===== src/design/cau_pkg.sv =====
// shared types and constants for the complex arithmetic unit
`default_nettype none
package cau_pkg;

  localparam int DATA_WIDTH = 32;
  localparam int FRAC_BITS  = 16;
  // width of an exact product, a sum of products, and a sum of two operands
  localparam int PROD_W     = 2 * DATA_WIDTH;
  localparam int ACC_W      = PROD_W + 1;
  localparam int SUM_W      = DATA_WIDTH + 1;
  // shift that lines the scaled numerator up with the quotient range
  localparam int ALIGN_SH   = DATA_WIDTH - FRAC_BITS;

  localparam logic [PROD_W-1:0] SAT_LIM = PROD_W'(1) << (DATA_WIDTH - 1);

  typedef enum logic [1:0] {
    OP_ADD = 2'd0,
    OP_SUB = 2'd1,
    OP_MUL = 2'd2,
    OP_DIV = 2'd3
  } op_t;

  // one item as it travels down the divider stages
  typedef struct packed {
    logic                  is_div;
    logic                  dz;
    logic                  re_neg;
    logic                  im_neg;
    logic                  re_big;
    logic                  im_big;
    logic [PROD_W-1:0]     re_mag;
    logic [PROD_W-1:0]     im_mag;
    logic [PROD_W-1:0]     den;
    logic [PROD_W-1:0]     re_rem;
    logic [PROD_W-1:0]     im_rem;
    logic [DATA_WIDTH-1:0] re_feed;
    logic [DATA_WIDTH-1:0] im_feed;
    logic [DATA_WIDTH-1:0] re_q;
    logic [DATA_WIDTH-1:0] im_q;
  } div_item_t;

endpackage
`default_nettype wire


===== src/design/cau_div_step.sv =====
// one restoring division step for both result parts
`default_nettype none
module cau_div_step
  import cau_pkg::*;
(
  input  wire logic      clk,
  input  wire logic      rst,
  input  wire logic      adv,
  input  wire logic      step_in_valid,
  input  wire div_item_t step_in,
  output logic           step_out_valid,
  output div_item_t      step_out
);

  logic [ACC_W-1:0] re_try, im_try;
  logic             re_ge, im_ge;
  div_item_t        step_next;

  // shift in the next numerator bit and trial subtract
  assign re_try = {step_in.re_rem, step_in.re_feed[DATA_WIDTH-1]};
  assign im_try = {step_in.im_rem, step_in.im_feed[DATA_WIDTH-1]};
  assign re_ge  = re_try >= {1'b0, step_in.den};
  assign im_ge  = im_try >= {1'b0, step_in.den};

  always_comb begin
    step_next         = step_in;
    step_next.re_rem  = re_ge ? PROD_W'(re_try - {1'b0, step_in.den}) : PROD_W'(re_try);
    step_next.im_rem  = im_ge ? PROD_W'(im_try - {1'b0, step_in.den}) : PROD_W'(im_try);
    step_next.re_feed = step_in.re_feed << 1;
    step_next.im_feed = step_in.im_feed << 1;
    step_next.re_q    = {step_in.re_q[DATA_WIDTH-2:0], re_ge};
    step_next.im_q    = {step_in.im_q[DATA_WIDTH-2:0], im_ge};
  end

  always_ff @(posedge clk) begin
    if (rst) begin
      step_out_valid <= 1'b0;
    end else if (adv) begin
      step_out_valid <= step_in_valid;
    end
  end

  always_ff @(posedge clk) begin
    if (adv) begin
      step_out <= step_next;
    end
  end

endmodule
`default_nettype wire


===== config.mk =====
export PLATFORM = sky130hd
export DESIGN_NAME = cau_div_step
export DESIGN_NICKNAME = d
export VERILOG_FILES = /design/src/design/cau_pkg.sv /design/src/design/cau_div_step.sv
export SDC_FILE = /design/constraint.sdc
export NUM_CORES = 1
export LEC_CHECK = 0
export BUFFER_PORTS_ARGS = -buffer_cell sky130_fd_sc_hd__buf_2
export CAP_MARGIN = 40
export CORE_AREA = 2 2 359 361
export CTS_CLUSTER_DIAMETER = 40
export DETAILED_ROUTE_END_ITERATION = 12
export DIE_AREA = 0 0 361 363
export PLACE_DENSITY = 0.41
export SKIP_CTS_REPAIR_TIMING = 1
export SLEW_MARGIN = 20
export SYNTH_ARGS = -nofsm -noshare
export SYNTH_HDL_FRONTEND = slang
export SYNTH_SLANG_ARGS = --single-unit

===== constraint.sdc =====
create_clock -name clk -period 4 [get_ports clk]
set_input_delay 0 -clock clk [delete_from_list [all_inputs] [get_ports clk]]
set_output_delay 0 -clock clk [all_outputs]
set_load 0.01 [all_outputs]

==> results by group, run 1 <==
Setup path
  • Setup crit end kind: flop
  • Data arrival, critical path: between 4000 and 5000 ps
  • Required arrival time at the worst endpoint: approximately 4500 ps
  • Worst Path Buf+Inv: 6
  • Chain of cells forming the critical path: dlygate4sd3_1 > buf_2 > ha_1 > fa_1 > nor2b_1 > o2111ai_1 > a21oi_1 > nor3b_1 > buf_4 > a211oi_1 > buf_4 > o21ai_0 > buf_4 > o21ai_1 > buf_4 > a21boi_0 > o21ai_0 > xnor2_1 > a21oi_1
  • Launching element type of the critical path: input pin
  • Most frequent CP cell: sky130_fd_sc_hd__buf_4
  • Kind of cell with the highest combined delay on the critical path: compound AO/OA/AOI/OAI gates
  • Path type of the worst setup path: in -> reg
  • Cell with the largest stage delay on the worst path: sky130_fd_sc_hd__dlygate4sd3_1
  • Biggest fanout along the worst timing path: 3
  • Largest incremental delay on the critical path: 580 ps
  • CP Launch Point: step_in[256]
  • R2R Path Start: step_out_valid$_SDFFE_PP0P_

Cells and area
  • Area grow syn2layout: 73.02%
  • Commonest cells after routing, fill and taps aside: 907 x sky130_fd_sc_hd__buf_2, 579 x sky130_fd_sc_hd__dlygate4sd3_1, 452 x sky130_fd_sc_hd__edfxtp_1, 237 x sky130_fd_sc_hd__a21oi_1, 160 x sky130_fd_sc_hd__nor2_1
  • Layout Utilization: 0.3083
  • Fraction of final layout cells with drive strength greater than 1: 0.3350
  • Number of fillers in the final layout: roughly 13000
  • Final nets: 4088
  • Most common cell after layout, fill and taps aside: sky130_fd_sc_hd__buf_2

Yosys
  • Post-synthesis share of cell area spent on full adders, half adders and majority gates: 0.07253
  • Sequential fraction of the synthesis area: 0.6006
  • Syn Inst Count: approximately 1900
  • Area leader, netlist: sky130_fd_sc_hd__edfxtp_1
  • Post-synthesis cell type count: 73
  • Compound-Gate Fraction of Synth Area: 0.1510
  • Synth warnings: 0
  • Post-Syn Area per Cell: roughly 12 um^2
  • Fraction of synthesized area in multiplexers: 0.006192
  • Cell types occupying the most area after synthesis: sky130_fd_sc_hd__edfxtp_1 60%, sky130_fd_sc_hd__ha_1 7.1%, sky130_fd_sc_hd__a21oi_1 5.2%
  • Number of enable flip-flop cells after synthesis: 452
  • Netlist area before placement: ~23000 um^2
  • Proportion of synthesized flip-flops having asynchronous set or reset: 0
  • Post-synthesis simple-gate area fraction: 0.09348
  • Post-synthesis register bit count: 453
  • Main combinational cell family by area after synthesis: compound AO/OA/AOI/OAI gates
  • Synth Area in XOR/XNOR: 0.04450
  • Most frequently used flop master after synthesis: sky130_fd_sc_hd__edfxtp_1
  • Area share of the largest cell type after synthesis: 0.5997

Worst hold path
  • Path class of the lowest-slack min-delay path: in -> reg
  • Hold Crit Start: step_in[323]

Clock network
  • Sink count of the clock tree: ~450
  • Number of buffers on the longest clock path: 3
  • Root buffer cell: sky130_fd_sc_hd__clkbuf_16
  • Worst skew pair latency: 720 ps
  • CTS tree: done
  • Number of CTS-inserted buffers: about 110
  • CTS H-tree lvls: 3
  • Clock-pin slew of the registers on the worst-case setup and hold paths: ~50 ps

Route
  • Post-DR wirelength/cell: approximately 25 um
  • Final ANT Viol Nets: 0
  • Routed WL: 132800 um
  • DR DRC count: 0
  • Drt pass-1 iters: 7
  • Violation count after the first detailed-routing iteration: ~1200
  • Routed vias/inst: 4.195
  • Count of vias placed by the detailed router: between 20000 and 25000

Timing
  • Setup tns final: 0 ps
  • Slew of the pin with the lowest slew margin: roughly 970 ps
  • Time the final worst path needs with I/O delays and setup: around 3800 ps
  • Final worst-path cycle share: 0.9595
  • Setup Skew: 0 ps
  • Number of hold violations in the final report: 0
  • Max_slew headroom: 0.3543
  • Peak Freq: roughly 0.26 GHz
  • Setup Viol. Count Final: 0
  • Number of slew-limit violations in the final report: 0
  • Setup repair after global routing missed its margin: false

Global route
  • Number of antenna violations at the first check in global routing: 48
  • Overflow left after global routing: 0
  • GR Util All Layers: 0.1876
  • First-pass GRT wire length: between 150000 and 200000 um
  • Pin count of the biggest net entering global routing: 103
  • Vias in the first global route: 19990

Floorplan
  • I/O Pins: about 910
  • Overall die area: about 130000 um^2
  • Floorplan die height: around 360 um
  • Starting density of the core: 0.1782
  • Core Footprint: ~130000 um^2
  • DIE WIDTH: 361 um
  • Number of rows created at floorplan: 131

Power and ir drop
  • Leak pwr: around 17 nW
  • Design Power: about 0.019 W
  • Largest voltage drop on the vdd net: approximately 0.00031 V
  • Power density normalized to cell area: 478.0 nW/um^2

Placed design
  • HPWL Detailed: ~110000 um
  • Port buffer count: about 900
  • Final Wtd Congestion: roughly 0.90

Outcome
  • Outcome: complete, no violations

Run
  • Reported max-cap violation count: 0
[synthesized netlist by cell type (all sizes together) (17+ instances only)]
library cell,count
xor2,56
and3,17
o21bai,18
o21ai,107
a31oi,21
a21o,83
nand2,128
nand3,22
inv,90
clkbuf,54
buf,24
a21oi,238
nor2,160
nand4,33
edfxtp,452
ha,128
xnor2,59
[through the flow]
stage               hold slack (ps)  setup slack (ps)  area [um^2]  cells
floorplan                     72.38             983.9        22640   1897
global route                 -19.29             6.426        39130   5267
finish                        14.57             161.9        39160   5280
global placement              176.1             67.31        29660   4476
CTS                          -627.7             867.8        33300   4674
detailed placement            178.1             115.2        29660   4476
[final cells by class]
| type | count | area (um^2) | share of cell area |
|---|---|---|---|
| flip-flops and latches | 453 | 13590 | 0.3471 |
| repair buffers | 1574 | 11100 | 0.2835 |
| multi-input cells | 1276 | 8337 | 0.2129 |
| clock buffers | 112 | 2654 | 0.06777 |
| well taps | 1662 | 2079 | 0.05310 |
| clock inverters | 86 | 985.9 | 0.02518 |
| inverters | 90 | 340.3 | 0.008691 |
| diodes | 27 | 67.56 | 0.001725 |
[metal layers]
layer	up-vias	part of all wire	global-route usage
met5	-	0.0017	0
met4	34	0.041	0.07892
met3	241	0.069	0.08021
met2	809	0.51	0.3379
met1	10660	0.38	0.1890
li1	10410	-	-
[where the power goes]
part / leakage [nW] / switching [W] / internal [W]
sequential: 4.43 / 0.000160 / 0.00583
clock: 1.74 / 0.00328 / 0.00568
combinational: 10.7 / 0.00220 / 0.00158
total: 16.8 / 0.00564 / 0.0131
[worst reg2reg max path, stage by stage (launching register included)]
cell                            delay [ps]
sky130_fd_sc_hd__dfxtp_1               310
sky130_fd_sc_hd__mux2i_1               120
sky130_fd_sc_hd__nor2_1                 50
sky130_fd_sc_hd__dlygate4sd3_1         550
[cells by family (layout without fill, tap and decap cells)]
logic type	after synthesis	after routing
AO/OA/AOI/OAI	563	563
flip-flops	453	453
AND/OR/NAND/NOR	453	453
buffers and inverters	168	1862
adder cells (fa/ha/maj)	130	130
XOR/XNOR	115	115
multiplexers	13	13
other	1	29
[flip-flops by register name, indices dropped and copies added (netlist names)]
signal / cells
step_out: 452
step_out_valid: 1
[worst paths after layout]
path	to	cells after the start	slack [ps]
worst min-delay path	step_out[323]$_DFFE_PP_	2	10
worst max register to register	step_out_valid$_SDFFE_PP0P_	3	2860
worst min register to register	step_out_valid$_SDFFE_PP0P_	3	1060
worst max-delay path	step_out[244]$_DFFE_PP_	19	160
Power figures use the tool's default switching activity.
==> run 2: changes to the inputs <==
- clock period: 4 -> 4.2 ns (I/O delays scaled with it)
==> run 2 against run 1 <==
  * Routed wire length about the same
  * Final cell count is 1.1% higher
  * Highest routed layer unchanged
  * Critical path type unchanged
  * Largest power group unchanged
  * Via count grew 1.0%
  * Clock skew unchanged
  * Count of clock-buffer cells in the layout up 1
  * Power down 5.9%
==> results by group, run 2 (synthesis gave the netlist of run 1 again) <==
Outcome
  • Outcome: complete, no violations

Timing
  • Final worst-path cycle share: 0.9194
  • Setup repair after global routing missed its margin: false
  • Slew of the pin with the lowest slew margin: 924.4 ps (-44.12 ps)
  • Number of slew-limit violations in the final report: 0 (unchanged)
  • Setup tns final: 0 ps (unchanged)
  • Peak Freq: between 0.2 and 0.3 GHz
  • Setup Skew: 0 ps (unchanged)
  • Max_slew headroom: 0.3837 (+0.02942)
  • Time the final worst path needs with I/O delays and setup: between 3000 and 4000 ps
  • Final critical-path setup slack: 338.6 ps (+176.7 ps)
  • Number of hold violations in the final report: 0 (unchanged)
  • Setup Viol. Count Final: 0 (unchanged)

Setup path
  • Largest incremental delay on the critical path: 560 ps (-20 ps)
  • Chain of cells forming the critical path: dlygate4sd3_1 > buf_2 > inv_1 > ha_1 > a21o_1 > a21o_1 > a21oi_2 > nor2b_1 > o2111a_1 > or4_4 > a211oi_2 > a211oi_1 > nor3_4 > clkinv_2 > buf_12 > nor2_1 > a21oi_1 > dlygate4sd3_1
  • Setup crit end kind: flop
  • Worst Path Buf+Inv: 6 (unchanged)
  • Required arrival time at the worst endpoint: 4650 ps (+200 ps)
  • Cell with the largest stage delay on the worst path: sky130_fd_sc_hd__dlygate4sd3_1
  • Data arrival, critical path: 4310 ps (+20 ps)
  • Launching element type of the critical path: input pin
  • Biggest fanout along the worst timing path: 46 (+43)
  • Path type of the worst setup path: in -> reg
  • Kind of cell with the highest combined delay on the critical path: buffers and inverters

Floorplan
  • Number of rows created at floorplan: 131 (unchanged)
  • Floorplan die height: 363 um (unchanged)
  • Starting density of the core: 0.1782 (unchanged)
  • DIE WIDTH: 361 um (unchanged)
  • I/O Pins: 913 (unchanged)
  • Core Footprint: 127000 um^2 (unchanged)
  • Overall die area: 131000 um^2 (unchanged)

Route
  • Routed WL: 132700 um (about the same)
  • Post-DR wirelength/cell: 24.87 um (-1.1%)
  • Final ANT Viol Nets: 0 (unchanged)
  • Violation count after the first detailed-routing iteration: 1363 (+10%)
  • Routed vias/inst: 4.193 (about the same)
  • Count of vias placed by the detailed router: 22380 (+1.0%)
  • Drt pass-1 iters: 5 (-2)
  • DR DRC count: 0 (unchanged)

Cells and area
  • Area grow syn2layout: 75.47%
  • Most common cell after layout, fill and taps aside: sky130_fd_sc_hd__buf_2
  • Commonest cells after routing, fill and taps aside: 908 x sky130_fd_sc_hd__buf_2, 651 x sky130_fd_sc_hd__dlygate4sd3_1, 452 x sky130_fd_sc_hd__edfxtp_1, 237 x sky130_fd_sc_hd__a21oi_1, 160 x sky130_fd_sc_hd__nor2_1
  • Register area: 13590 um^2 (unchanged)
  • Most flop-heavy register: step_out
  • Final nets: 4147 (+1.4%)
  • Layout Utilization: 0.3126 (+0.004363)
  • Largest register FFs: 452 (unchanged)
  • Largest registers: step_out: 452 flops, step_out_valid: 1 flops
  • Area of the multi-input gates: 8337 um^2 (unchanged)
  • Fraction of final layout cells with drive strength greater than 1: 0.3248 (-0.01017)
  • Filler-free cell count of the finished design: 5337 (+1.1%)
  • Number of fillers in the final layout: 13190 (-0.091%)
  • Final instance area: 39710 um^2 (+1.4%)

Clock network
  • Number of CTS-inserted buffers: 106 (+0.95%)
  • CTS H-tree lvls: 3 (unchanged)
  • Sink count of the clock tree: 453 (unchanged)
  • Number of buffers on the longest clock path: 3 (unchanged)
  • Root buffer cell: sky130_fd_sc_hd__clkbuf_16
  • Worst skew pair latency: 720 ps (about the same)
  • CTS tree: done
  • Clock-pin slew of the registers on the worst-case setup and hold paths: 60 ps (about the same)

Power and ir drop
  • Leak pwr: 17.06 nW (+1.3%)
  • Power density normalized to cell area: 443.4 nW/um^2 (-7.3%)
  • Largest voltage drop on the vdd net: 0.0003037 V (-2.1%)

Global route
  • Vias in the first global route: 19910 (-0.42%)
  • First-pass GRT wire length: 168200 um (about the same)
  • GR Util All Layers: 0.1869 (-0.0007299)
  • Number of antenna violations at the first check in global routing: 48 (unchanged)
  • Pin count of the biggest net entering global routing: 92 (-11%)
  • Overflow left after global routing: 0 (unchanged)

Run
  • Reported max-cap violation count: 0 (unchanged)

Placed design
  • Port buffer count: 908 (unchanged)
  • HPWL Detailed: 106500 um (-1.5%)
  • Post-DP Area: 29550 um^2 (-0.36%)
  • Final Wtd Congestion: 0.8866 (-1.2%)
  • Post-placement cell count: 4462 (-0.31%)
  • Setup Slack @ Placement: 301.9 ps (+186.7 ps)

Worst hold path
  • Path class of the lowest-slack min-delay path: in -> reg
[run 2: cell types whose count changed in the layout (fill, tap and decap cells not counted), sizes merged]
| cell | change |
|---|---|
| clkinv | +18 |
| clkinvlp | -5 |
| bufinv | -3 |
| clkbuf | +1 |
| buf | -14 |
| inv | -12 |
| dlygate4sd3 | +72 |
[run 2: routing by layer]
metal / vias up / track usage / wire [um] / part of all wire
li1: 10510 / - / - / -
met1: 10770 / 0.1972 / 49880 / 0.38
met2: 831 / 0.3365 / 67170 / 0.51
met3: 230 / 0.07407 / 9877 / 0.074
met4: 30 / 0.06465 / 5596 / 0.042
met5: - / 0 / 198 / 0.0015
[run 2: power by group]
part	leakage (nW)	switching [W]	internal, W
logic	10.9	0.00208	0.00153
clock network	1.72	0.00305	0.00524
registers	4.43	0.000155	0.00555
total	17.1	0.00529	0.0123
[run 2: final cells by class]
class | instances | share of cell area
flip-flops and latches | 453 | 0.3423
multi-input cells | 1276 | 0.2099
clock inverters | 84 | 0.02272
clock buffers | 113 | 0.06745
inverters | 90 | 0.008569
diodes | 27 | 0.001701
repair buffers | 1632 | 0.2950
well taps | 1662 | 0.05236
[run 2: per-stage QoR]
stage / power [W] / hold slack [ps]
after floorplan: 0.007222 / 72.38
after global placement: 0.008914 / 176.9
after detailed placement: 0.008903 / 178.1
after CTS: 0.01735 / -631.7
after global routing: 0.01834 / -9.727
final: 0.01761 / 16.51
[run 2: path summary, 6_finish.rpt]
| kind | from | endpoint | slack (ps) | cells past startpoint |
|---|---|---|---|---|
| min reg2reg | step_out_valid$_SDFFE_PP0P_ | step_out_valid$_SDFFE_PP0P_ | 1110 | 3 |
| max | step_in[298] | step_out[129]$_DFFE_PP_ | 340 | 18 |
| min | step_in[37] | step_out[38]$_DFFE_PP_ | 20 | 2 |
| max reg2reg | step_out_valid$_SDFFE_PP0P_ | step_out_valid$_SDFFE_PP0P_ | 2990 | 3 |
