<file path="src/design/cau_pkg.sv">
// shared types and constants for the complex arithmetic unit
`default_nettype none
package cau_pkg;

  localparam int DATA_WIDTH = 32;
  localparam int FRAC_BITS  = 16;
  // width of an exact product, a sum of products, and a sum of two operands
  localparam int PROD_W     = 2 * DATA_WIDTH;
  localparam int ACC_W      = PROD_W + 1;
  localparam int SUM_W      = DATA_WIDTH + 1;
  // shift that lines the scaled numerator up with the quotient range
  localparam int ALIGN_SH   = DATA_WIDTH - FRAC_BITS;

  localparam logic [PROD_W-1:0] SAT_LIM = PROD_W'(1) << (DATA_WIDTH - 1);

  typedef enum logic [1:0] {
    OP_ADD = 2'd0,
    OP_SUB = 2'd1,
    OP_MUL = 2'd2,
    OP_DIV = 2'd3
  } op_t;

  // one item as it travels down the divider stages
  typedef struct packed {
    logic                  is_div;
    logic                  dz;
    logic                  re_neg;
    logic                  im_neg;
    logic                  re_big;
    logic                  im_big;
    logic [PROD_W-1:0]     re_mag;
    logic [PROD_W-1:0]     im_mag;
    logic [PROD_W-1:0]     den;
    logic [PROD_W-1:0]     re_rem;
    logic [PROD_W-1:0]     im_rem;
    logic [DATA_WIDTH-1:0] re_feed;
    logic [DATA_WIDTH-1:0] im_feed;
    logic [DATA_WIDTH-1:0] re_q;
    logic [DATA_WIDTH-1:0] im_q;
  } div_item_t;

endpackage
`default_nettype wire

</file>
<file path="src/design/cau_back.sv">
// saturation and output register
`default_nettype none
module cau_back
  import cau_pkg::*;
(
  input  wire logic                    clk,
  input  wire logic                    rst,
  input  wire logic                    adv,
  input  wire logic                    item_valid,
  input  wire div_item_t               item,
  output logic                         out_valid,
  output logic signed [DATA_WIDTH-1:0] res_re,
  output logic signed [DATA_WIDTH-1:0] res_im,
  output logic                         div_zero,
  output logic                         overflow
);

  // returns {saturated flag, two's complement result}
  function automatic logic [DATA_WIDTH:0] sat_part(
    input logic              neg,
    input logic              big,
    input logic [PROD_W-1:0] mag
  );
    logic [PROD_W-1:0] neg_mag;
    logic              ovf;
    logic [DATA_WIDTH-1:0] val;
    neg_mag = -mag;
    if (neg) begin
      ovf = big || (mag > SAT_LIM);
      val = ovf ? {1'b1, {(DATA_WIDTH-1){1'b0}}} : neg_mag[DATA_WIDTH-1:0];
    end else begin
      ovf = big || (mag > (SAT_LIM - PROD_W'(1)));
      val = ovf ? {1'b0, {(DATA_WIDTH-1){1'b1}}} : mag[DATA_WIDTH-1:0];
    end
    return {ovf, val};
  endfunction

  logic [PROD_W-1:0]   re_mag, im_mag;
  logic [DATA_WIDTH:0] re_sat, im_sat;

  // quotient replaces the magnitude for divide items
  assign re_mag = item.is_div ? PROD_W'(item.re_q) : item.re_mag;
  assign im_mag = item.is_div ? PROD_W'(item.im_q) : item.im_mag;
  assign re_sat = sat_part(item.re_neg, item.is_div && item.re_big, re_mag);
  assign im_sat = sat_part(item.im_neg, item.is_div && item.im_big, im_mag);

  always_ff @(posedge clk) begin
    if (rst) begin
      out_valid <= 1'b0;
    end else if (adv) begin
      out_valid <= item_valid;
    end
  end

  always_ff @(posedge clk) begin
    if (adv) begin
      res_re   <= re_sat[DATA_WIDTH-1:0];
      res_im   <= im_sat[DATA_WIDTH-1:0];
      div_zero <= item.dz;
      overflow <= re_sat[DATA_WIDTH] | im_sat[DATA_WIDTH];
    end
  end

endmodule
`default_nettype wire

</file>
<file path="config.mk">
export PLATFORM = sky130hd
export DESIGN_NAME = cau_back
export DESIGN_NICKNAME = d
export VERILOG_FILES = /design/src/design/cau_pkg.sv /design/src/design/cau_back.sv
export SDC_FILE = /design/constraint.sdc
export NUM_CORES = 1
export LEC_CHECK = 0
export BUFFER_PORTS_ARGS = -buffer_cell sky130_fd_sc_hd__buf_2
export CAP_MARGIN = 5
export CORE_AREA = 2 2 205 207
export DETAILED_ROUTE_END_ITERATION = 6
export DIE_AREA = 0 0 207 209
export PLACE_DENSITY_LB_ADDON = 0.2
export SETUP_SLACK_MARGIN = 0.4
export SYNTH_ARGS = -nofsm -noshare
export SYNTH_HDL_FRONTEND = slang
export SYNTH_SLANG_ARGS = --single-unit
export TNS_END_PERCENT = 30
</file>
<file path="constraint.sdc">
create_clock -name clk -period 8.3 [get_ports clk]
set_input_delay 1.66 -clock clk [delete_from_list [all_inputs] [get_ports clk]]
set_output_delay 1.66 -clock clk [all_outputs]
set_load 0.01 [all_outputs]
</file>
==> results_dict.tcl, run 1 <==
set metrics [dict create \
    setup_ws_ps 2770 \
    fp.dieH_microns 209 \
    io_pins 525 \
    fin_crit_ps 5530 \
    grt_pass1_vias 6208 \
    grt_max_degree 68 \
    hold_path_class "flop to flop" \
    cellLeakagePower_nw 3.11 \
    ctsRootBufferMaster "clkbuf_16" \
    dieArea_sq_um 43300 \
    clock.fmax_ghz 0.181 \
    p_per_area_nw_per_um2 141 \
    drt-pass1-iter-count 4 \
    ant_nets 0 \
    rsz0062_at_grt "false" \
    cts_setup_buffers 0 \
    first_iter_violations 299 \
    die_x_microns 207 \
    finalSetupViolations 0 \
    place_congestion 0.827 \
    grt-ovfl-total 0 \
    synth-seq-cells 67 \
    clockBufferDepth 2 \
    synth_ff_type "edfxtp_1" \
    num-nets-final 1324 \
    final_core_util_pct 19.3 \
    syn_to_final_growth_pct 38.2 \
    drc 0 \
    clkSinkCount 67 \
    slew-limit-headroom_pct 26.9 \
    syn_area_sq_um 5760 \
    crit_type "input port to flop" \
    cts_tree "done" \
    async_reset_ff_share_pct 0 \
    ys_types 81 \
    synth_fp_nets 1070 \
    synth-warning-count 0 \
    cts_resized 0 \
    synth_cells 610 \
    yosysTopAreaCell "edfxtp_1" \
    grt_pass1_wl_microns 39800 \
    worst_pin_slew_ps 1100 \
    arrival_ps 5660 \
    start_util_pct 13.9 \
    clock_skew_ps 0 \
    ir_drop_mv 0.0690 \
    postSynthAreaPerCell_sq_um 9.44 \
    htree_levels 3 \
    cp_max_fo 51 \
    clk_pin_slew_ps 60 \
    antenna_found_initial 6 \
    routed_wl_microns 26900 \
    end_kind "flop" \
    synth_area_leaders "edfxtp_1, mux2i_1, mux2_2" \
    fin_tns_setup_ps 0 \
    hold_viol 0 \
    grtUsageTotal_pct 12.3 \
    io_buffers 268 \
    synth-edff-count 66 \
    cts_hold_buf 0 \
    finalCritPeriodShare_pct 66.6 \
    avgViaCountPerCell 4.39 \
    synth_common_cells "edfxtp_1, nand2_1, mux2i_1" \
    drive_gt1_share_pct 40.0 \
    dr_total_vias 6189 \
    routedWlPerCell_microns 19.1 \
    crit_required_ps 8430 \
    outcome "completed" \
    cts_made_buffers 9 \
    total_power_mw 1.12 \
    core_area_sq_um 41300 \
    yosysSeqAreaShare_pct 34.8 \
    slew_viol_final 0 \
    yosysTopAreaCellShare_pct 34.4 \
    hpwlAfterDp_microns 21100 \
    worstSkewPairLatency_ps 360 \
    start_kind "input port" \
    yosysMostFrequentCell "edfxtp_1" \
    dp_slack_ps 2280 \
    maxCapViolCount 0 \
    std_cell_rows 75 \
]
## power by group
part	total (mW)	switching, mW	internal [mW]
registers	0.421	0.0104	0.411
clock network	0.411	0.179	0.233
logic	0.289	0.173	0.117
total	1.12	0.362	0.761
## per-layer routing
layer	GRT usage (%)	up-vias	wire (microns)
met5	0	-	27
met4	2.91	6	372
met3	4.55	22	2310
met2	20.3	266	12600
met1	15.1	2936	11600
li1	-	2959	-
## final cells by class
type / instances / area, sq um
diodes: 2 / 5.00
fillers: 4659 / 33300
clock buffers: 10 / 229
clock inverters: 6 / 66.3
flip-flops and latches: 67 / 2000
well taps: 539 / 674
multi-input cells: 502 / 3540
inverters: 6 / 22.5
repair buffers: 278 / 1420
## worst max-delay path, cell delays in order
cell	delay, ps
buf_4	370
buf_4	580
mux2_2	440
inv_1	70
ha_1	190
o21ai_1	270
nor4_4	560
a31oi_1	310
o21a_1	630
nor3_1	510
## worst paths after layout
check                                       startpoint  cells after the start                     end  slack (ps)
worst max-delay path                         item[453]                     10     res_im[6]$_DFFE_PP_        2770
worst min-delay path            out_valid$_SDFFE_PP0P_                      2  out_valid$_SDFFE_PP0P_         490
worst max register to register  out_valid$_SDFFE_PP0P_                      2  out_valid$_SDFFE_PP0P_        7710
worst min register to register  out_valid$_SDFFE_PP0P_                      2  out_valid$_SDFFE_PP0P_         490
## layout by cell type (no fill, tap or decap), types with 9 or more instances in the layout
cell,instances
a211oi_1,12
a21oi_1,33
a221oi_1,10
a311oi_1,11
buf_2,266
buf_4,12
clkbuf_16,9
edfxtp_1,66
mux2_2,30
mux2i_1,49
nand2_1,54
nand3_1,23
nand4_1,10
nor2_1,35
nor3_1,36
nor3b_1,13
nor4_1,27
o22ai_1,9
or3_1,15
## flip-flops by register name, indices dropped and copies added, names as in the netlist
name       flops
overflow       1
out_valid      1
div_zero       1
res_re        32
res_im        32
## through the flow
| stage | instances | hold WS (ps) | area, sq um |
|---|---|---|---|
| final | 1410 | 493 | 7960 |
| after global routing | 1408 | 560 | 7950 |
| after CTS | 1408 | 507 | 7950 |
| after detailed placement | 1392 | 491 | 7660 |
| after global placement | 1392 | 476 | 7660 |
| after floorplan | 610 | 528 | 5760 |
## logic make-up after synthesis
| logic type | Yosys count | share of synthesized area [%] |
|---|---|---|
| AOI/OAI and AO/OA | 150 | 19.3 |
| xor gates and xnor gates | 9 | 1.37 |
| adders and majority gates | 2 | 0.435 |
| buffers and inverters | 41 | 3.80 |
| DFF | 67 | 34.8 |
| muxes | 79 | 14.4 |
| and+or+nand+nor | 262 | 26.0 |
Note: power is estimated with default switching activity, not from simulation.
==> run 2, diff against run 1 <==
--- a/config.mk
+++ b/config.mk
@@ -7,9 +7,9 @@
 export LEC_CHECK = 0
 export BUFFER_PORTS_ARGS = -buffer_cell sky130_fd_sc_hd__buf_2
 export CAP_MARGIN = 5
-export CORE_AREA = 2 2 205 207
+export CORE_AREA = 2 2 203 205
 export DETAILED_ROUTE_END_ITERATION = 6
-export DIE_AREA = 0 0 207 209
+export DIE_AREA = 0 0 205 207
 export PLACE_DENSITY_LB_ADDON = 0.2
 export SETUP_SLACK_MARGIN = 0.4
 export SYNTH_ARGS = -nofsm -noshare
==> constraint.sdc (replaced) <==
create_clock -name clk -period 4.7 [get_ports clk]
set_input_delay 0.94 -clock clk [delete_from_list [all_inputs] [get_ports clk]]
set_output_delay 0.94 -clock clk [all_outputs]
set_load 0.01 [all_outputs]
==> run 2 against run 1 <==
Effect of this change:
- via count rose by 0.71%
- sequential cell count is the same
- hold slack got worse by 7.3 ps
- critical path type unchanged
- largest power group is now clock
==> results_dict.tcl, run 2 (synthesized netlist as in run 1, its figures left out) <==
set metrics [dict create \
    power_frac_seq_pct 36.7 \
    core_area_sq_um 40400 \
    dieArea_sq_um 42400 \
    comb_power_share_pct 25.4 \
    regArea_sq_um 2000 \
    crit_type "input port to flop" \
    cts_resized 0 \
    nFillCells 4576 \
    grtUsageTotal_pct 12.0 \
    worst_pin_slew_ps 879 \
    io_pins 525 \
    std_cell_rows 74 \
    routed_wl_microns 26000 \
    ir_drop_mv 0.138 \
    maxCapViolCount 0 \
    drive_gt1_share_pct 41.7 \
    die_x_microns 205 \
    hold_viol 0 \
    start_kind "input port" \
    fin_crit_ps 3780 \
    clock_skew_ps 0 \
    io_buffers 268 \
    dr_total_vias 6233 \
    swShare_pct 30.7 \
    grt-ovfl-total 0 \
    grt_pass1_wl_microns 38100 \
    slew-limit-headroom_pct 41.4 \
    clockBufferDepth 2 \
    final_core_util_pct 20.2 \
    cts_made_buffers 9 \
    worstSkewPairLatency_ps 350 \
    clockPowerShare_pct 37.8 \
    grt_pass1_vias 6171 \
    cts_hold_buf 0 \
    finalSetupViolations 0 \
    path_cells "buf_4 > mux2_2 > inv_1 > ha_1 > nor4b_2 > a2bb2o_4 > nor4_4 > a41o_2 > a21oi_2 > a221oi_1" \
    avgViaCountPerCell 4.38 \
    rsz0062_at_grt "false" \
    reg2reg_slack_ps 4130 \
    cts_setup_buffers 0 \
    syn_to_final_growth_pct 41.3 \
    num-nets-final 1343 \
    end_kind "flop" \
    ctsRootBufferMaster "clkbuf_16" \
    p_int_mw 1.40 \
    holdWs_ps 486 \
    grt_max_degree 50 \
    clock.fmax_ghz 0.265 \
    power_switching_mw 0.622 \
    cellLeakagePower_nw 3.24 \
    place_congestion 0.775 \
    final_cell_mix "buf_2, edfxtp_1, nand2_1, mux2i_1, nor3_1" \
    slew_viol_final 0 \
    clkSinkCount 67 \
    clk_pin_slew_ps 50 \
    dp_slack_ps 474 \
    drt-pass1-iter-count 4 \
    crit_required_ps 4840 \
    routedWlPerCell_microns 18.3 \
    first_iter_violations 273 \
    setup_ws_ps 921 \
    outcome "completed" \
    drc 0 \
    multi_input_area_sq_um 3570 \
    hpwlAfterDp_microns 20900 \
    ant_nets 0 \
    fp.dieH_microns 207 \
    worst_path_largest_cell_delay_ps 400 \
    antenna_found_initial 8 \
    start_util_pct 14.3 \
    crit_slowest_cell "a41o_2" \
    p_per_area_nw_per_um2 248 \
    cts_tree "done" \
    cp_max_fo 24 \
    mostFrequentLayoutCell "buf_2" \
    arrival_ps 3920 \
    finalCritPeriodShare_pct 80.4 \
    fin_tns_setup_ps 0 \
    htree_levels 3 \
    hold_path_class "flop to flop" \
    reg_top3 "res_im x32, res_re x32" \
]
[run 2: per-stage QoR]
stage | power, mW | instance area (sq um) | cells
final | 2.02 | 8140 | 1422
after global routing | 2.13 | 8130 | 1420
after CTS | 2.06 | 8130 | 1420
after detailed placement | 1.28 | 7820 | 1404
after global placement | 1.28 | 7820 | 1404
after floorplan | 1.01 | 5810 | 610
[run 2: path summary, 6_finish.rpt]
check | from | endpoint | cells past startpoint
min reg2reg | out_valid$_SDFFE_PP0P_ | out_valid$_SDFFE_PP0P_ | 2
max reg2reg | out_valid$_SDFFE_PP0P_ | out_valid$_SDFFE_PP0P_ | 2
max | item[453] | res_re[15]$_DFFE_PP_ | 10
min | out_valid$_SDFFE_PP0P_ | out_valid$_SDFFE_PP0P_ | 2
[run 2: area by class of cell]
| type | count | share of cell area (%) |
|---|---|---|
| Antenna cell | 2 | 0.0615 |
| Clock buffer | 10 | 2.81 |
| Clock inverter | 6 | 0.984 |
| Inverter | 6 | 0.277 |
| Multi-Input combinational cell | 502 | 43.9 |
| Sequential cell | 67 | 24.6 |
| Tap cell | 532 | 8.18 |
| Timing Repair Buffer | 297 | 19.2 |
[run 2: worst max-delay path, delay by kind of cell]
kind / cells / cell delay, ps
AND/OR/NAND/NOR: 2 / 660
adder cells (fa/ha/maj): 1 / 220
multiplexers: 1 / 390
buffers and inverters: 2 / 390
AO/OA/AOI/OAI: 4 / 1300
[run 2: metal layers]
metal	routed length [microns]	GRT usage (%)
met1	11700	15.4
met2	11600	19.2
met3	2440	4.33
met4	201	2.38
met5	72	0
[run 2: power by group through the flow]
| stage | Sequential (mW) | Combinational (mW) | Clock [mW] |
|---|---|---|---|
| CTS | 0.744 | 0.523 | 0.798 |
| detailed placement | 0.755 | 0.521 | 0 |
| finish | 0.742 | 0.514 | 0.765 |
| global route | 0.748 | 0.567 | 0.815 |
| floorplan | 0.783 | 0.228 | 0 |
| global placement | 0.756 | 0.520 | 0 |
==> run 3, diff against run 2 <==
--- a/config.mk
+++ b/config.mk
@@ -5,11 +5,12 @@
 export SDC_FILE = /design/constraint.sdc
 export NUM_CORES = 1
 export LEC_CHECK = 0
+export ABC_AREA = 1
 export BUFFER_PORTS_ARGS = -buffer_cell sky130_fd_sc_hd__buf_2
 export CAP_MARGIN = 5
-export CORE_AREA = 2 2 203 205
+export CORE_AREA = 2 2 202 204
 export DETAILED_ROUTE_END_ITERATION = 6
-export DIE_AREA = 0 0 205 207
+export DIE_AREA = 0 0 204 206
 export PLACE_DENSITY_LB_ADDON = 0.2
 export SETUP_SLACK_MARGIN = 0.4
 export SYNTH_ARGS = -nofsm -noshare
==> constraint.sdc (replaced) <==
create_clock -name clk -period 3.55 [get_ports clk]
set_input_delay 0.71 -clock clk [delete_from_list [all_inputs] [get_ports clk]]
set_output_delay 0.71 -clock clk [all_outputs]
set_load 0.01 [all_outputs]
==> run 3 against run 2 <==
Effect of this change:
- cell count up 43%
- non-clock buffer count unchanged
- total power up 36%
- first-iteration DRC count up 93%
- global-route usage up 3.2 points
- core utilization up 3.3 points
- critical path type unchanged
- highest routed layer unchanged
==> results_dict.tcl, run 3 <==
set metrics [dict create \
    cellLeakagePower_nw 4.87 \
    place_area_sq_um 9140 \
    p_per_area_nw_per_um2 291 \
    grtUsageTotal_pct 15.2 \
    yosysTopAreaCell "nand2_1" \
    fp.dieH_microns 206 \
    io_pins 525 \
    dp_slack_ps 278 \
    reg2reg_depth 2 \
    setup_ws_ps 606 \
    finalCritPeriodShare_pct 82.9 \
    yosysTopAreaCellShare_pct 28.2 \
    synth_common_cells "nand2_1, inv_1, nor2_1" \
    yosysSeqAreaShare_pct 27.7 \
    final_core_util_pct 23.5 \
    crit_slowest_cell "o21bai_1" \
    grt_pass1_vias 7938 \
    synth_cells 1235 \
    cts_hold_buf 0 \
    path_delay_family "simple AND/OR/NAND/NOR gates" \
    cts_made_buffers 9 \
    mostFrequentLayoutCell "nand2_1" \
    worstSkewPairLatency_ps 340 \
    cp_max_fo 54 \
    grt_pass1_wl_microns 47400 \
    syn_to_final_growth_pct 30.6 \
    drc 0 \
    first_iter_violations 527 \
    htree_levels 3 \
    synth_ff_type "edfxtp_1" \
    path_buf_inv 3 \
    hold_viol 0 \
    top_usage_layer "met1" \
    synth-warning-count 0 \
    power_frac_seq_pct 35.9 \
    hpwlAfterDp_microns 26300 \
    ant_nets 0 \
    clockPowerShare_pct 34.0 \
    synth-edff-count 66 \
    io_buffers 268 \
    reg2reg_from "out_valid$_SDFFE_PP0P_" \
    dr_total_vias 8671 \
    routedWlPerCell_microns 15.9 \
    synth-seq-cells 67 \
    synth_area_leaders "nand2_1, edfxtp_1, inv_1" \
    clock.fmax_ghz 0.340 \
    reg_top3 "res_im x32, res_re x32" \
    drt-pass1-iter-count 5 \
    reg2reg_slack_ps 2960 \
    dpl.cell_count 2015 \
    outcome "completed" \
    slew_viol_final 0 \
    cts_tree "done" \
    fin_tns_setup_ps 0 \
    critPathMostFrequentCell "nand3_2" \
    met3_usage_pct 3.11 \
    crit_required_ps 3700 \
    p_int_mw 1.78 \
    postSynthAreaPerCell_sq_um 5.85 \
    std_cell_rows 74 \
    reg2reg_to "out_valid$_SDFFE_PP0P_" \
    crit_end "res_im[22]$_DFFE_PP_" \
    comb_power_share_pct 30.2 \
    clock_skew_ps 0 \
    core_area_sq_um 40200 \
    crit_start "item[453]" \
    synth_fp_nets 1695 \
    clockBufferDepth 2 \
    final_cell_mix "nand2_1, buf_2, inv_1, nor2_1, o21ai_0" \
    dieArea_sq_um 42000 \
    use_met2_pct 21.4 \
    place_congestion 0.862 \
    clk_pin_slew_ps 60 \
    swShare_pct 35.1 \
    start_kind "input port" \
    finalSetupViolations 0 \
    instances_no_fill 2032 \
    power_switching_mw 0.964 \
    end_kind "flop" \
    worst_path_largest_cell_delay_ps 330 \
    grt_max_degree 55 \
    drive_gt1_share_pct 23.6 \
    start_util_pct 18.0 \
    grt-ovfl-total 0 \
    arrival_ps 3090 \
    nFillCells 4702 \
    cp_num_cells 14 \
    async_reset_ff_share_pct 0 \
    slew-limit-headroom_pct 48.6 \
    hold_path_class "flop to flop" \
    routed_wl_microns 32200 \
    num-nets-final 1954 \
    syn_area_sq_um 7220 \
    avgViaCountPerCell 4.27 \
    cts_resized 0 \
    cts_setup_buffers 0 \
    holdWs_ps 490 \
    antenna_found_initial 2 \
    fin_crit_ps 2940 \
    ir_drop_mv 0.196 \
    die_x_microns 204 \
    path_cells "buf_4 > buf_12 > nand2_1 > nand2_1 > inv_1 > ha_1 > nand3_1 > nor2_2 > nand3_2 > nor2_4 > nand3_2 > nand2_4 > nand3_2 > o21bai_1" \
    crit_type "input port to flop" \
    ys_types 31 \
    total_power_mw 2.74 \
    ctsRootBufferMaster "clkbuf_16" \
    worst_pin_slew_ps 762 \
    maxCapViolCount 0 \
    met1_usage_pct 23.2 \
    yosysMostFrequentCell "nand2_1" \
    rsz0062_at_grt "false" \
    clkSinkCount 67 \
    postLayoutCellArea_sq_um 9430 \
]
==> run 3: worst min path at each step <==
| stage | cells past startpoint | slack (ps) | endpoint | from |
|---|---|---|---|---|
| after global placement | 2 | 470 | out_valid$_SDFFE_PP0P_ | out_valid$_SDFFE_PP0P_ |
| after floorplan | 2 | 530 | out_valid$_SDFFE_PP0P_ | out_valid$_SDFFE_PP0P_ |
| after CTS | 2 | 490 | out_valid$_SDFFE_PP0P_ | rst |
| after detailed placement | 2 | 480 | out_valid$_SDFFE_PP0P_ | out_valid$_SDFFE_PP0P_ |
| final | 2 | 490 | out_valid$_SDFFE_PP0P_ | out_valid$_SDFFE_PP0P_ |
| after global routing | 2 | 500 | out_valid$_SDFFE_PP0P_ | rst |
==> run 3: worst reg2reg max path, cell delays in order (launching register included) <==
cell     delay (ps)
dfxtp_1         300
mux2i_1         130
nor2_1           50
==> run 3: cells by family (layout without fill, tap and decap cells) <==
kind of cell | Yosys count | after routing | share of synthesized area, %
compound gates | 101 | 101 | 7.63
xor+xnor | 17 | 17 | 2.06
fa+ha+maj | 2 | 2 | 0.347
buf+inv | 230 | 494 | 14.5
flops | 67 | 67 | 27.7
mux | 1 | 1 | 0.139
other cells | 0 | 1 | 0
simple gates | 817 | 817 | 47.6
==> run 3: final cells by class <==
class                      instances  area, sq um  area share [%]
inverter                         181          684            7.26
clock inverter                     6         56.3           0.597
multi-input combinational        938         4180            44.3
sequential                        67         2000            21.2
tap                              532          666            7.06
antenna                            1         2.50          0.0265
timing repair buffer             297         1610            17.1
clock buffer                      10          229            2.43
==> run 3: power by group through the flow <==
stage / logic, mW / clock network (mW) / registers [mW]
6_report: 0.828 / 0.932 / 0.984
5_1_grt: 0.933 / 0.990 / 0.988
4_1_cts: 0.835 / 0.967 / 0.983
3_5_place_dp: 0.833 / 0 / 0.998
3_3_place_gp: 0.827 / 0 / 1.00
2_1_floorplan: 0.419 / 0 / 1.03
==> run 3: per-layer routing <==
layer	wire length (microns)	vias up
li1	-	4363
met1	16400	3903
met2	12500	378
met3	2870	23
met4	344	4
met5	27	-
